==> config.mk <==
export PLATFORM = sky130hd
export DESIGN_NAME = shm_mod_unit
export DESIGN_NICKNAME = d
export VERILOG_FILES = /design/src/sv/shm_pkg.sv /design/src/sv/shm_mod_unit.sv
export SDC_FILE = /design/constraint.sdc
export NUM_CORES = 1
export LEC_CHECK = 0
export ABC_AREA = 1
export BUFFER_PORTS_ARGS = -buffer_cell sky130_fd_sc_hd__buf_4
export CORE_ASPECT_RATIO = 1.25
export CORE_MARGIN = 8
export CORE_UTILIZATION = 32
export CTS_CLUSTER_DIAMETER = 30
export DETAILED_ROUTE_END_ITERATION = 10
export PLACE_DENSITY = 0.58
export SETUP_SLACK_MARGIN = 0.02
export SLEW_MARGIN = 0
export SYNTH_ARGS = -nofsm -noshare
export SYNTH_HDL_FRONTEND = slang
export SYNTH_SLANG_ARGS = --single-unit
==> constraint.sdc <==
create_clock -name clk -period 3.8 [get_ports clk]
set_input_delay 0.38 -clock clk [delete_from_list [all_inputs] [get_ports clk]]
set_output_delay 0.38 -clock clk [all_outputs]
set_load 0.01 [all_outputs]
==> src/sv/shm_pkg.sv <==
// shared types and constants for the string key hash map
// used by shm_mod_unit, shm_store and string_key_hash_map
package shm_pkg;

	localparam int TABLE_SLOTS_D  = 64;
	localparam int STRING_BYTES_D = 32;
	localparam int HASH_W         = 64;
	localparam logic [HASH_W-1:0] HASH_SEED = 64'd5381;
	localparam int MOD_STEPS      = 4;   // remainder bits per cycle

	typedef enum logic [2:0] {
		ST_INSERTED  = 3'd0,
		ST_UPDATED   = 3'd1,
		ST_FOUND     = 3'd2,
		ST_NOT_FOUND = 3'd3,
		ST_FULL      = 3'd4,
		ST_EMPTY     = 3'd5,
		ST_TOO_LONG  = 3'd6
	} status_t;

	typedef struct packed {
		logic wr;       // byte store write
		logic meta_wr;  // length store write
	} store_ctl_t;

endpackage

==> src/sv/shm_mod_unit.sv <==
// iterative remainder of the 64-bit hash by the slot count
// depends on shm_pkg
module shm_mod_unit #(
	parameter int TABLE_SLOTS = shm_pkg::TABLE_SLOTS_D
) (
	input  logic                             clk,
	input  logic                             arst_n,
	input  logic                             go,
	input  logic [shm_pkg::HASH_W-1:0]       value,
	output logic                             done,
	output logic [$clog2(TABLE_SLOTS)-1:0]   rem
);
	import shm_pkg::*;

	localparam int IW   = $clog2(TABLE_SLOTS);
	localparam int RW   = IW + 1;
	localparam int NCYC = HASH_W / MOD_STEPS;
	localparam int CW   = $clog2(NCYC);

	logic              run_q;
	logic [CW-1:0]     cnt_q;
	logic [HASH_W-1:0] val_q;
	logic [RW-1:0]     acc_q;
	logic [RW-1:0]     acc_n;

	// restoring remainder, a few bits a cycle
	always_comb begin
		acc_n = acc_q;
		for (int k = 0; k < MOD_STEPS; k++) begin
			acc_n = {acc_n[RW-2:0], val_q[HASH_W-1-k]};
			if (acc_n >= RW'(TABLE_SLOTS)) begin
				acc_n = acc_n - RW'(TABLE_SLOTS);
			end
		end
	end

	always_ff @(posedge clk or negedge arst_n) begin
		if (!arst_n) begin
			run_q <= 1'b0;
			cnt_q <= '0;
			done  <= 1'b0;
		end else begin
			done <= 1'b0;
			if (go) begin
				run_q <= 1'b1;
				cnt_q <= '0;
			end else if (run_q) begin
				cnt_q <= cnt_q + 1'b1;
				if (cnt_q == CW'(NCYC - 1)) begin
					run_q <= 1'b0;
					done  <= 1'b1;
				end
			end
		end
	end

	always_ff @(posedge clk) begin
		if (go) begin
			val_q <= value;
			acc_q <= '0;
		end else if (run_q) begin
			val_q <= val_q << MOD_STEPS;
			acc_q <= acc_n;
		end
	end

	assign rem = acc_q[IW-1:0];

endmodule

### After elaboration in Yosys (flattened, before gate mapping)

Cells that the tools add are included.
W data, S select, Z words.

| storage, ports and cells | value |
|---|---|
| register bits after elaboration | 76 |
| input bits | 67 |
| output and inout port bits | 7 |
| word-level logic and storage cells | 30 |

| cells by class | value |
|---|---|
| $add $sub $neg | 5 |
| magnitude comparators | 4 |
| equal/unequal tests | 1 |
| muxes and demuxes | 14 |
| reductions and logical operators | 1 |

Operators with widths:

| kind | number |
|---|---|
| $mux W64 | 2 |
| $ge A7 B7 Y1 const B | 4 |
| $mux W6 | 4 |
| $sub A6 B1 Y6 const B | 4 |
| $mux W4 | 2 |
| $mux W1 | 6 |
| $add A4 B1 Y4 const B | 1 |
| $eq A4 B4 Y1 const B | 1 |
| $reduce_bool A2 Y1 | 1 |

### Logic depth before layout (Yosys ltp)

| logic depth | value |
|---|---|
| depth after elaboration | 8 |
| depth in mapped cells | 5 |
| mapped depth without buffers | 5 |

### Worst setup path before layout

No wires, ideal clock.

| timing path | value |
|---|---|
| kind | input -> register |
| start point | input port go |
| end point | register val_q[0], enable pin |
| library setup time | 0.697 ns |
| arrival time | 1.641 ns |
| required time | 3.103 ns |
| slack | 1.462 ns |
| stages | 3 |
| path buffers | 1 |
| cell sequence | buf_6 inv_4 nand2_1 |

| on the way | value |
|---|---|
| cells in the longest elaborated chain, start to end | 1 |

Ends and longest elaborated chain:

| item | RTL line | RTL |
|---|---|---|
| from (decl) | shm_mod_unit.sv:8 | `input logic go,` |
| $reduce_bool A2 Y1 (no source line) | - |  |
| to (signal assigned) | shm_mod_unit.sv:59 | `val_q <= value;` |
| to (signal assigned) | shm_mod_unit.sv:62 | `val_q <= val_q << MOD_STEPS;` |
| to (decl) | shm_mod_unit.sv:22 | `logic [HASH_W-1:0] val_q;` |

No other way between the ends.
A chain may end at the register's enable or synchronous reset.

### Worst setup path in the final report

| timing path | value |
|---|---|
| start point | register run_q |
| end point | register val_q[41], enable pin |

| on the way | value |
|---|---|
| cells in the longest elaborated chain, start to end | 1 |

Ends and longest elaborated chain:

| item | RTL line | RTL |
|---|---|---|
| from (decl) | shm_mod_unit.sv:20 | `logic run_q;` |
| from (signal assigned) | shm_mod_unit.sv:39 | `run_q <= 1'b0;` |
| from (signal assigned) | shm_mod_unit.sv:45 | `run_q <= 1'b1;` |
| from (signal assigned) | shm_mod_unit.sv:50 | `run_q <= 1'b0;` |
| $reduce_bool A2 Y1 (no source line) | - |  |

No other way between the ends.

==> flow_summary.toml <==
[route]
drt_first_pass_iters = 4
vias = 2271
totalWireLength_mm = 6.57
routed-wl-met3_um = 383
met1_length_mm = 3.05
top_layer = "met4"
drc = 0
post_drt_wl_per_cell_um = 12.5
vias_per_cell = 4.31
detail-route-antenna-nets = 0
detailedRoute.firstIterationViolations = 101
wl_met2_mm = 2.98

[setup_path]
r2r_slack_ns = 1.58
worst_ep_required_time_ns = 3.78
crit_path_end_kind = "register"
worstPathArrival_ns = 2.20
worstSetupPathType = "reg -> reg"
crit_slowest_cell = "nand2_2"
start_kind = "register"
crit_chain = "inv_1, nand2_2, buf_4"
slowest_delay_ns = 0.59
crit_fanout = 35

[synth]
synth_seq_area_share = 0.679
yosysWarnings = 0
synth_nets = 392
postSynthCellCount = 324
synth_area_leaders = "edfxtp_1 60%, nand2_1 23%, dfrtp_1 4.6%"
synth_top_area_cell = "edfxtp_1"
netlist_top_cells_count = "199 x nand2_1, 64 x edfxtp_1, 8 x nand3_1, 7 x inv_1"
synth-async-reset-ratio = 0.0789
synth_area_um2 = 3230
ys_ff_latch = 76
synth_top_cell_area_share = 0.595
synth_cell_types = 15
synth_ff_type = "edfxtp_1"
synth-edff-count = 64
synth_most_common_cell = "nand2_1"
avgSynthCellArea_um2 = 9.97

[floorplan]
fp.dieW_um = 106
start_util = 0.324
rows = 41
coreArea_um2 = 9950
ios = 74
die-area_um2 = 13600
die_h_um = 128

[timing]
setup_tns_ns = 0
tightest_slew_ns = 0.728
max_slew_margin = 0.513
fin_crit_ns = 2.22
fin_ws_ns = 1.58
post-route-period-util = 0.584
skew_ns = 0.00312
fmax_ghz = 0.450
setup_viol = 0
finalMaxSlewViolations = 0
rsz0062_at_grt = "false"
timing.final.hold_violations = 0

[pwr]
cell_internal_pwr_w = 0.00169
irDropWorstVdd_mv = 0.292
p_comb_frac = 0.073
p_leak_nw = 2.02
p_switching_w = 0.000399
sequentialPowerShare = 0.478
clkPwrFrac = 0.448
p_sw_frac = 0.191
power_density_nw_per_um2 = 502

[placed_design]
gp_routability_congestion = 0.699
dp_hpwl_mm = 4.52
portBuffers = 73
place_ws_ns = 1.36

[grt]
grt_pass1_wl_mm = 10.7
grt_pass1_vias = 2362
antenna_found_initial = 0
grtUsageTotal = 0.0995
grt_overflow = 0
grt_max_degree = 73

[clocking]
cts-resized-gates = 0
cts_tree = "built"
clockRootBuffer = "clkbuf_16"
holdBufCountCts = 1
post-cts-setup-buffer-count = 0
htree_num_levels = 3
clk_pin_slew_ns = 0.06
cts_buffers = 9
clkLatencyLatePin_ns = 0.32
cts_max_path_buffers = 2
cts.sinks = 76

[final_layout]
nFillCells = 998
fin_util = 0.417
num-nets-final = 461
num_antenna_cells = 0
final_layout_size_suffix_gt1_frac = 0.224
area_growth_pct = 28.6

[status]
status = "finished clean"

[worst_hold_path]
min_path_type = "in -> reg"

[job]
max_cap_viol_count = 0
layer usage:
metal	global-route usage	up-vias
met5	0	-
met4	0.0573	0
met3	0.0337	11
met2	0.154	58
met1	0.118	1026
li1	-	1176
final timing paths:
path,startpoint,endpoint,cells after the start
max,run_q,val_q[41],3
min,value[1],val_q[1],3
max reg2reg,run_q,val_q[41],3
min reg2reg,acc_q[2],acc_q[2],2
max in group asynchronous,arst_n,cnt_q[2],2
min in group asynchronous,arst_n,done,2
power groups by stage:
stage | Combinational [W] | Sequential, W | Clock [W]
detailed placement | 0.000156 | 0.00101 | 0
global placement | 0.000154 | 0.00101 | 0
finish | 0.000153 | 0.000998 | 0.000936
CTS | 0.000158 | 0.000998 | 0.000949
floorplan | 0.0000871 | 0.00101 | 0
global route | 0.000176 | 0.00100 | 0.000985
worst max-delay path: cells and delay by family, from the launching register on:
family,cells,cell delay (ns)
buf+inv,2,0.73
flops,1,0.54
simple gates,1,0.59
flip-flops by register name, indices dropped and copies added, names as in the netlist:
name / count
acc_q: 6
done: 1
val_q: 64
cnt_q: 4
run_q: 1
area by class of cell:
cell class	instances	area, um2	share of cell area
clock buffers	9	225	0.0542
inverters	8	32.5	0.00783
clock inverters	7	105	0.0253
flip-flops and latches	76	2190	0.528
repair buffers	76	573	0.138
multi-input cells	222	865	0.208
well taps	129	161	0.0389
logic make-up (layout without fill, tap and decap cells):
group | count (synthesis) | count (layout) | share of synthesized area
buf+inv | 26 | 100 | 0.0542
fa+ha+maj | 1 | 1 | 0.00387
simple gates | 214 | 214 | 0.252
compound gates | 7 | 7 | 0.0108
flops | 76 | 76 | 0.679
per-stage QoR:
stage          hold WS, ns  cells  power, W  area (um2)
6_report             0.311    527   0.00209        4150
5_1_grt              0.320    527   0.00217        4150
4_1_cts              0.307    527   0.00210        4150
3_5_place_dp         0.190    510   0.00117        3810
3_3_place_gp         0.189    510   0.00117        3810
2_1_floorplan       0.0844    324   0.00110        3230
cells in the final DEF, fill, tap and decap left out:
cell type,n
edfxtp_1,64
inv_4,1
a21oi_1,3
buf_4,75
clkbuf_16,9
nand3_1,8
inv_1,7
dfxtp_1,6
nor2_1,6
ha_1,1
o21ai_0,4
dfrtp_1,6
dlygate4sd3_1,1
bufinv_16,3
nand2_2,1
nor3_1,1
clkinv_1,4
nand2_1,198
No activity file was read; power rests on OpenSTA's default activity.
